[src/hdl/lpg_pkg.sv]
// ----------------------------------------------------------------------------
// lpg_pkg
// Types and constants shared by the line point generator modules.
// ----------------------------------------------------------------------------
`default_nettype none
package lpg_pkg;

  localparam int LPG_CW      = 8;   // coordinate width
  localparam int LPG_PTS_MAX = 4;   // point slots per result transaction
  localparam int LPG_PTS_DEF = 4;   // default points per result
  localparam int LPG_MAX_RES = 64;  // result cap per line
  localparam int LPG_RES_W   = 6;   // result counter width
  localparam int LPG_CNT_W   = 3;   // point_count width

  typedef logic [LPG_CW-1:0]    coord_t;
  typedef logic [LPG_CNT_W-1:0] pcount_t;

  // one generated point handed to the packer
  typedef struct packed {
    logic   vld;
    logic   last;
    coord_t x;
    coord_t y;
  } lpg_pt_t;

endpackage
`default_nettype wire

[src/hdl/lpg_step.sv]
// ----------------------------------------------------------------------------
// lpg_step
// Shared add/compare/subtract unit: advances minor-axis quotient and remainder.
// ----------------------------------------------------------------------------
`default_nettype none
module lpg_step (
  input  lpg_pkg::coord_t rem_i,   // remainder, always < len
  input  lpg_pkg::coord_t q_i,
  input  lpg_pkg::coord_t dabs_i,  // |dminor|, <= len
  input  lpg_pkg::coord_t len_i,
  output lpg_pkg::coord_t rem_o,
  output lpg_pkg::coord_t q_o
);
  import lpg_pkg::*;

  logic [LPG_CW:0] sum;
  logic [LPG_CW:0] dif;
  logic            ge;

  assign sum   = {1'b0, rem_i} + {1'b0, dabs_i};
  assign dif   = sum - {1'b0, len_i};
  assign ge    = (sum >= {1'b0, len_i});
  assign rem_o = ge ? dif[LPG_CW-1:0] : sum[LPG_CW-1:0];
  assign q_o   = q_i + {{(LPG_CW-1){1'b0}}, ge};

endmodule
`default_nettype wire

[src/hdl/lpg_pack.sv]
// ----------------------------------------------------------------------------
// lpg_pack
// Gathers points into groups and drives the registered result transaction.
// ----------------------------------------------------------------------------
`default_nettype none
module lpg_pack #(
  parameter int POINTS_PER_RESULT = lpg_pkg::LPG_PTS_DEF
) (
  input  logic                                      clk,
  input  logic                                      rst_n,
  input  logic                                      clr_i,   // new line
  input  lpg_pkg::lpg_pt_t                          pt_i,
  output logic                                      done_o,  // line finished
  output logic                                      valid_o,
  output logic [lpg_pkg::LPG_PTS_MAX-1:0][lpg_pkg::LPG_CW-1:0] px_o,
  output logic [lpg_pkg::LPG_PTS_MAX-1:0][lpg_pkg::LPG_CW-1:0] py_o,
  output lpg_pkg::pcount_t                          count_o,
  output logic                                      last_o
);
  import lpg_pkg::*;

  localparam logic [1:0] GLAST = 2'(POINTS_PER_RESULT - 1);

  logic [1:0]           k_r, k_nxt;
  logic [LPG_RES_W-1:0] res_r, res_nxt;
  coord_t               sx_r [LPG_PTS_MAX];
  coord_t               sy_r [LPG_PTS_MAX];
  logic                 close, cap, fin;

  assign close  = pt_i.vld && (pt_i.last || (k_r == GLAST));
  assign cap    = (res_r == LPG_RES_W'(LPG_MAX_RES - 1));
  assign fin    = pt_i.last || cap;
  assign done_o = close && fin;

  always_comb begin
    k_nxt   = k_r;
    res_nxt = res_r;
    if (clr_i) begin
      k_nxt   = '0;
      res_nxt = '0;
    end else if (close) begin
      k_nxt   = '0;
      res_nxt = res_r + 1'b1;
    end else if (pt_i.vld) begin
      k_nxt   = k_r + 1'b1;
    end
  end

  always_ff @(posedge clk) begin
    if (!rst_n) begin
      k_r     <= '0;
      res_r   <= '0;
      valid_o <= 1'b0;
    end else begin
      k_r     <= k_nxt;
      res_r   <= res_nxt;
      valid_o <= close;
    end
  end

  // slot storage, payload only
  always_ff @(posedge clk) begin
    if (pt_i.vld) begin
      sx_r[k_r] <= pt_i.x;
      sy_r[k_r] <= pt_i.y;
    end
  end

  always_ff @(posedge clk) begin
    if (close) begin
      for (int j = 0; j < LPG_PTS_MAX; j++) begin
        if (2'(j) < k_r) begin
          px_o[j] <= sx_r[j];
          py_o[j] <= sy_r[j];
        end else if (2'(j) == k_r) begin
          px_o[j] <= pt_i.x;
          py_o[j] <= pt_i.y;
        end else begin
          px_o[j] <= '0;
          py_o[j] <= '0;
        end
      end
      count_o <= {1'b0, k_r} + 3'd1;
      last_o  <= fin;
    end
  end

endmodule
`default_nettype wire

[src/hdl/line_point_generator.sv]
// Sequence: an accepted start enters a setup state, then the walk runs one shared step-unit
//   iteration per point; a result closes every G points (G = POINTS_PER_RESULT), the last may be short.
// A line of N = |dmajor|+1 points keeps busy high through setup and the walk;
//   the next command is taken only once busy has dropped again.
// Results are one-cycle strobes on out_valid; the receiver cannot stall them.
// Reset (rst_n low, synchronous) returns to idle and drops out_valid.
// ----------------------------------------------------------------------------
// line_point_generator
// DDA line rasterizer: emits pixel coordinates of a line in groups of points.
// ----------------------------------------------------------------------------
`default_nettype none
module line_point_generator #(
  parameter int POINTS_PER_RESULT = lpg_pkg::LPG_PTS_DEF  // 1 .. 4
) (
  input  logic              clk,
  input  logic              rst_n,
  // command transaction
  input  logic              start,
  output logic              busy,
  input  lpg_pkg::coord_t   in_x_start,
  input  lpg_pkg::coord_t   in_y_start,
  input  lpg_pkg::coord_t   in_x_end,
  input  lpg_pkg::coord_t   in_y_end,
  // result transaction
  output logic              out_valid,
  output lpg_pkg::coord_t   out_px_a,
  output lpg_pkg::coord_t   out_py_a,
  output lpg_pkg::coord_t   out_px_b,
  output lpg_pkg::coord_t   out_py_b,
  output lpg_pkg::coord_t   out_px_c,
  output lpg_pkg::coord_t   out_py_c,
  output lpg_pkg::coord_t   out_px_d,
  output lpg_pkg::coord_t   out_py_d,
  output lpg_pkg::pcount_t  out_point_count,
  output logic              out_last_group
);
  import lpg_pkg::*;

  localparam logic [1:0] ST_IDLE  = 2'd0;
  localparam logic [1:0] ST_SETUP = 2'd1;
  localparam logic [1:0] ST_RUN   = 2'd2;

  logic [1:0] state_r, state_nxt;

  // captured endpoints
  coord_t xs_r, ys_r, xe_r, ye_r;

  // per-line setup values
  logic   xmaj_r;   // x is the major axis
  logic   down_r;   // major coordinate decrements
  logic   neg_r;    // minor delta is negative
  coord_t len_r;    // |dmajor|
  coord_t dabs_r;   // |dminor|
  coord_t nst_r;    // minor start

  // iteration state
  coord_t maj_r, i_r, rem_r, q_r;
  coord_t rem_step, q_step;

  // setup arithmetic, combinational from captured endpoints, registered in the setup state
  logic [LPG_CW:0] dx, dy;
  coord_t          adx, ady;
  logic            xmaj_s;

  coord_t  mnr;
  lpg_pt_t pt;
  logic    done;
  logic    clr;
  logic [LPG_PTS_MAX-1:0][LPG_CW-1:0] px, py;

  assign dx     = {1'b0, xe_r} - {1'b0, xs_r};
  assign dy     = {1'b0, ye_r} - {1'b0, ys_r};
  assign adx    = dx[LPG_CW] ? LPG_CW'(-dx) : dx[LPG_CW-1:0];
  assign ady    = dy[LPG_CW] ? LPG_CW'(-dy) : dy[LPG_CW-1:0];
  assign xmaj_s = (adx > ady);  // ties go to y

  assign busy = (state_r != ST_IDLE);
  assign clr  = (state_r == ST_SETUP);

  always_comb begin
    state_nxt = state_r;
    unique case (state_r)
      ST_IDLE:  if (start) state_nxt = ST_SETUP;
      ST_SETUP: state_nxt = ST_RUN;
      ST_RUN:   if (done) state_nxt = ST_IDLE;
      default:  state_nxt = ST_IDLE;
    endcase
  end

  always_ff @(posedge clk) begin
    if (!rst_n) begin
      state_r <= ST_IDLE;
    end else begin
      state_r <= state_nxt;
    end
  end

  // capture on an accepted command transaction
  always_ff @(posedge clk) begin
    if (start && !busy) begin
      xs_r <= in_x_start;
      ys_r <= in_y_start;
      xe_r <= in_x_end;
      ye_r <= in_y_end;
    end
  end

  // setup registers, then the per-point walk
  always_ff @(posedge clk) begin
    if (state_r == ST_SETUP) begin
      xmaj_r <= xmaj_s;
      down_r <= xmaj_s ? dx[LPG_CW] : dy[LPG_CW];
      neg_r  <= xmaj_s ? dy[LPG_CW] : dx[LPG_CW];
      len_r  <= xmaj_s ? adx : ady;
      dabs_r <= xmaj_s ? ady : adx;
      nst_r  <= xmaj_s ? ys_r : xs_r;
      maj_r  <= xmaj_s ? xs_r : ys_r;
      i_r    <= '0;
      rem_r  <= '0;
      q_r    <= '0;
    end else if (state_r == ST_RUN) begin
      maj_r <= down_r ? maj_r - 1'b1 : maj_r + 1'b1;
      i_r   <= i_r + 1'b1;
      rem_r <= rem_step;
      q_r   <= q_step;
    end
  end

  // minor offset = sign * floor(|dminor| * i / len), i.e. truncation toward zero
  lpg_step u_step (
    .rem_i  (rem_r),
    .q_i    (q_r),
    .dabs_i (dabs_r),
    .len_i  (len_r),
    .rem_o  (rem_step),
    .q_o    (q_step)
  );

  assign mnr     = neg_r ? nst_r - q_r : nst_r + q_r;
  assign pt.vld  = (state_r == ST_RUN);
  assign pt.last = (i_r == len_r);
  assign pt.x    = xmaj_r ? maj_r : mnr;
  assign pt.y    = xmaj_r ? mnr : maj_r;

  lpg_pack #(
    .POINTS_PER_RESULT (POINTS_PER_RESULT)
  ) u_pack (
    .clk     (clk),
    .rst_n   (rst_n),
    .clr_i   (clr),
    .pt_i    (pt),
    .done_o  (done),
    .valid_o (out_valid),
    .px_o    (px),
    .py_o    (py),
    .count_o (out_point_count),
    .last_o  (out_last_group)
  );

  assign out_px_a = px[0];
  assign out_py_a = py[0];
  assign out_px_b = px[1];
  assign out_py_b = py[1];
  assign out_px_c = px[2];
  assign out_py_c = py[2];
  assign out_px_d = px[3];
  assign out_py_d = py[3];

endmodule
`default_nettype wire

[config.mk]
export PLATFORM = sky130hd
export DESIGN_NAME = line_point_generator
export DESIGN_NICKNAME = d
export VERILOG_FILES = /design/src/hdl/lpg_pkg.sv /design/src/hdl/lpg_step.sv /design/src/hdl/lpg_pack.sv /design/src/hdl/line_point_generator.sv
export SDC_FILE = /design/constraint.sdc
export NUM_CORES = 1
export LEC_CHECK = 0
export BUFFER_PORTS_ARGS = -buffer_cell sky130_fd_sc_hd__buf_4
export CAP_MARGIN = 20
export CELL_PAD_IN_SITES_DETAIL_PLACEMENT = 0
export CELL_PAD_IN_SITES_GLOBAL_PLACEMENT = 2
export CORE_MARGIN = 1.5
export CORE_UTILIZATION = 44
export DETAILED_ROUTE_END_ITERATION = 10
export PLACE_DENSITY_LB_ADDON = 0.1
export SYNTH_ARGS = -nofsm -noshare
export SYNTH_HDL_FRONTEND = slang
export SYNTH_SLANG_ARGS = --single-unit
[constraint.sdc]
create_clock -name clk -period 8.6 [get_ports clk]
set_input_delay 1.72 -clock clk [delete_from_list [all_inputs] [get_ports clk]]
set_output_delay 1.72 -clock clk [all_outputs]
set_load 0.03 [all_outputs]
==> impl_results.md <==
- Outcome: finished, final reports clean
- Ys async rst share: 0
- Routed WL: 21,600 µm
- Hold endpoint: rem_r[2]$_SDFFE_PP0P_
- Setup ws final: about 4.2 ns
- PostCTS Resize Cnt: 0
- Period utilisation layout: 0.506
- DRC viols: 0
- Peak supply drop: 0.398 mV
- Critical Path AT: between 4 and 5 ns
- Die width: between 150 and 200 µm
- GR Overflow Total: 0
- Critical path required time: 8.84 ns
- Cts hold-fix bufs: 0
- Place WS: ~4.2 ns
- Hold path cells: 1
- First-pass GRT wire length: roughly 35,000 µm
- Die area: approximately 26,000 µm²
- Finish-stage setup viols: 0
- Boundary Pins: 105
- Critical path peak fanout: 37
- Min-Delay Path Class: reg2reg
- Slew headroom: 0.346
- Max-cap check violation count: 0
- DR vias/cell: 4.94
- Crit path kind: reg2reg
- Pwr dens: 405 nW/µm²
- Synth Flop Type: edfxtp_1
- Post-DRT Antenna Nets: 0
- Worst Hold Launch: rem_r[2]$_SDFFE_PP0P_
- R2R Path Start: xs_r[0]$_DFFE_PP_
- Post-DP HPWL: between 15,000 and 20,000 µm
- CTS Sinks: between 200 and 250
- Cell Area, Synth: about 11,000 µm²
- Gpl congestion: 0.765
- FF-to-FF End: maj_r[7]$_DFFE_PP_
- CTS H-Tree Depth: 1
- Total GRT Usage: 0.170
- Worst Max-Slew Pin Slew: 0.979 ns
- Starting Density: 0.448
- Vias: roughly 6,700
- Layout cells sized above 1: 0.159
- I/O Buffers: approximately 100
- Antenna diodes: 0
- Nets: ~1,100
- Pre-Repair DR Iteration Count: 6
- Die height: roughly 160 µm
- Largest net degree at the start of global routing: roughly 80
- Fmax: approximately 0.23 GHz
- Via count of the first global-routing pass: about 6,600
- CTS tree: done
- R2R depth: 18
- Yosys warns: 0
- CTS clk-pin slew, worst paths: ~0.060 ns
- Netlist cell types: 59
- Row cnt: 57
- CORE AREA: about 24,000 µm²
- Min Clock Period, post-route: roughly 4.4 ns
- Post-Synthesis Cells: 913
- Reg2Reg Setup Slack: 4.25 ns
- CP startpoint kind: flop
- Seq/Total Area, Yosys: 0.570
- Initial antenna violation count: 0
- Clk Latency, worst-skew pair: just over 0.5 ns
- CTS buffer count: 24
- Clk buf depth: 3
- P&R area growth vs syn: 17.9%
- FF+latch count, synth: about 220
- Syn Area/Cell: 11.9 µm²
- Number of setup buffers added after CTS: 0
- EDFF count, synth: 183
- RSZ-0062 raised after global routing: no
- First DRT Iteration DRCs: ~340
- Final Max Slew Viols: 0
- CTS root buf: clkbuf_16
- Leakage: just over 5 nW
- Routed WL per cell: 15.8 µm
- Worst Setup End Kind: flop
- Worst Skew: around 0.0087 ns
- Number of hold violations in the final report: 0
- Final setup TNS: 0 ns
- Syn_nets: 1,022
-- power breakdown --
| part | switching, W | internal [W] | total (W) |
|---|---|---|---|
| clock | 0.000401 | 0.000635 | 0.00104 |
| combinational | 0.00148 | 0.00102 | 0.00250 |
| sequential | 0.000135 | 0.00152 | 0.00165 |
| total | 0.00202 | 0.00317 | 0.00519 |
-- per-layer routing --
metal,vias up,share of wire,GRT usage
met1,3092,0.48,0.228
met5,-,0,0
li1,3492,-,-
met3,25,0.036,0.0255
met2,133,0.47,0.291
met4,0,0.020,0.0412
-- how the worst max path moves through the flow --
stage	to	cells after the start	slack, ns	start
floorplan	maj_r[1]$_DFFE_PP_	18	4.64	ys_r[0]$_DFFE_PP_
global placement	maj_r[4]$_DFFE_PP_	16	4.27	xs_r[0]$_DFFE_PP_
detailed placement	maj_r[7]$_DFFE_PP_	18	4.24	xs_r[0]$_DFFE_PP_
CTS	maj_r[7]$_DFFE_PP_	18	4.24	xs_r[0]$_DFFE_PP_
global route	maj_r[7]$_DFFE_PP_	18	3.79	xs_r[0]$_DFFE_PP_
finish	maj_r[7]$_DFFE_PP_	18	4.25	xs_r[0]$_DFFE_PP_
-- Yosys cell counts, types with 7 or more instances --
cell type	n	area (µm²)
nand2_1	65	244
xnor2_1	28	245
a21oi_1	45	225
edfxtp_1	183	5500
nand2b_1	8	50.1
mux2i_1	47	470
o21bai_1	7	52.6
o21ai_0	57	285
nor3_1	11	55.1
a21o_1	8	60.1
inv_1	74	278
xor2_1	46	403
mux2_2	11	124
nor2_1	76	285
and2_1	8	50.1
clkbuf_1	20	75.1
nand4_1	14	87.6
a22o_1	10	87.6
dfxtp_1	35	701
nor2b_1	9	56.3
ha_1	68	851
-- registers in the layout, summed over array words and instances, names as in the netlist, 2 cells and up --
signal          count
q_r                 8
u_pack.res_r        6
nst_r               8
xe_r                8
u_pack.k_r          2
rem_r               8
u_pack.sy_r        24
state_r             2
i_r                 8
u_pack.px_o        32
u_pack.count_o      3
ye_r                8
u_pack.py_o        32
ys_r                8
maj_r               8
u_pack.sx_r        24
len_r               8
dabs_r              8
xs_r                8
-- layout by cell type, fill, tap and decap left out, drive strengths merged, types with 31 or more instances in the layout --
cell type,instances
edfxtp,183
buf,110
nor2,77
inv,75
ha,68
nand2,65
o21ai,59
mux2i,47
xor2,47
a21oi,46
dfxtp,35
clkbuf,31
-- worst max-delay path, cell delays in order, from the launching register on --
cell and delay, ns:
edfxtp_1 0.45, ha_1 0.26, fa_1 0.40, nand2b_1 0.18, a21oi_1 0.16, xor2_1 0.28
nor3_1 0.12, nor2_1 0.13, xor2_1 0.28, inv_1 0.08, ha_1 0.31, a21o_1 0.16
a21oi_1 0.14, nor2b_1 0.06, o22ai_1 0.13, o31a_1 0.15, buf_4 0.40, mux2i_1 0.28
mux2i_1 0.10
-- stage by stage --
step           utilization  area (µm²)  power, W  instances  hold WS [ns]
3_3_place_gp         0.496       12000   0.00419       1321         0.460
5_1_grt              0.529       12800   0.00561       1365         0.513
4_1_cts              0.529       12800   0.00525       1365         0.481
2_1_floorplan            -       10900   0.00360        913         0.437
6_report             0.529       12800   0.00519       1365         0.477
3_5_place_dp         0.496       12000   0.00419       1321         0.467
-- cell families after synthesis --
logic type,count (synthesis),synth area share
flip-flops,218,0.570
AND/OR/NAND/NOR,217,0.0927
AO/OA/AOI/OAI,169,0.0964
buffers and inverters,102,0.0359
XOR/XNOR,75,0.0611
adder cells (fa/ha/maj),74,0.0893
multiplexers,58,0.0547
-- final cells by class --
class,instances,area [µm²]
clock buffers,31,627
clock inverters,13,175
fillers,2169,11400
inverters,76,285
multi-input cells,593,4300
flip-flops and latches,218,6200
well taps,324,405
repair buffers,110,826
(Power assumes the default switching activity.)
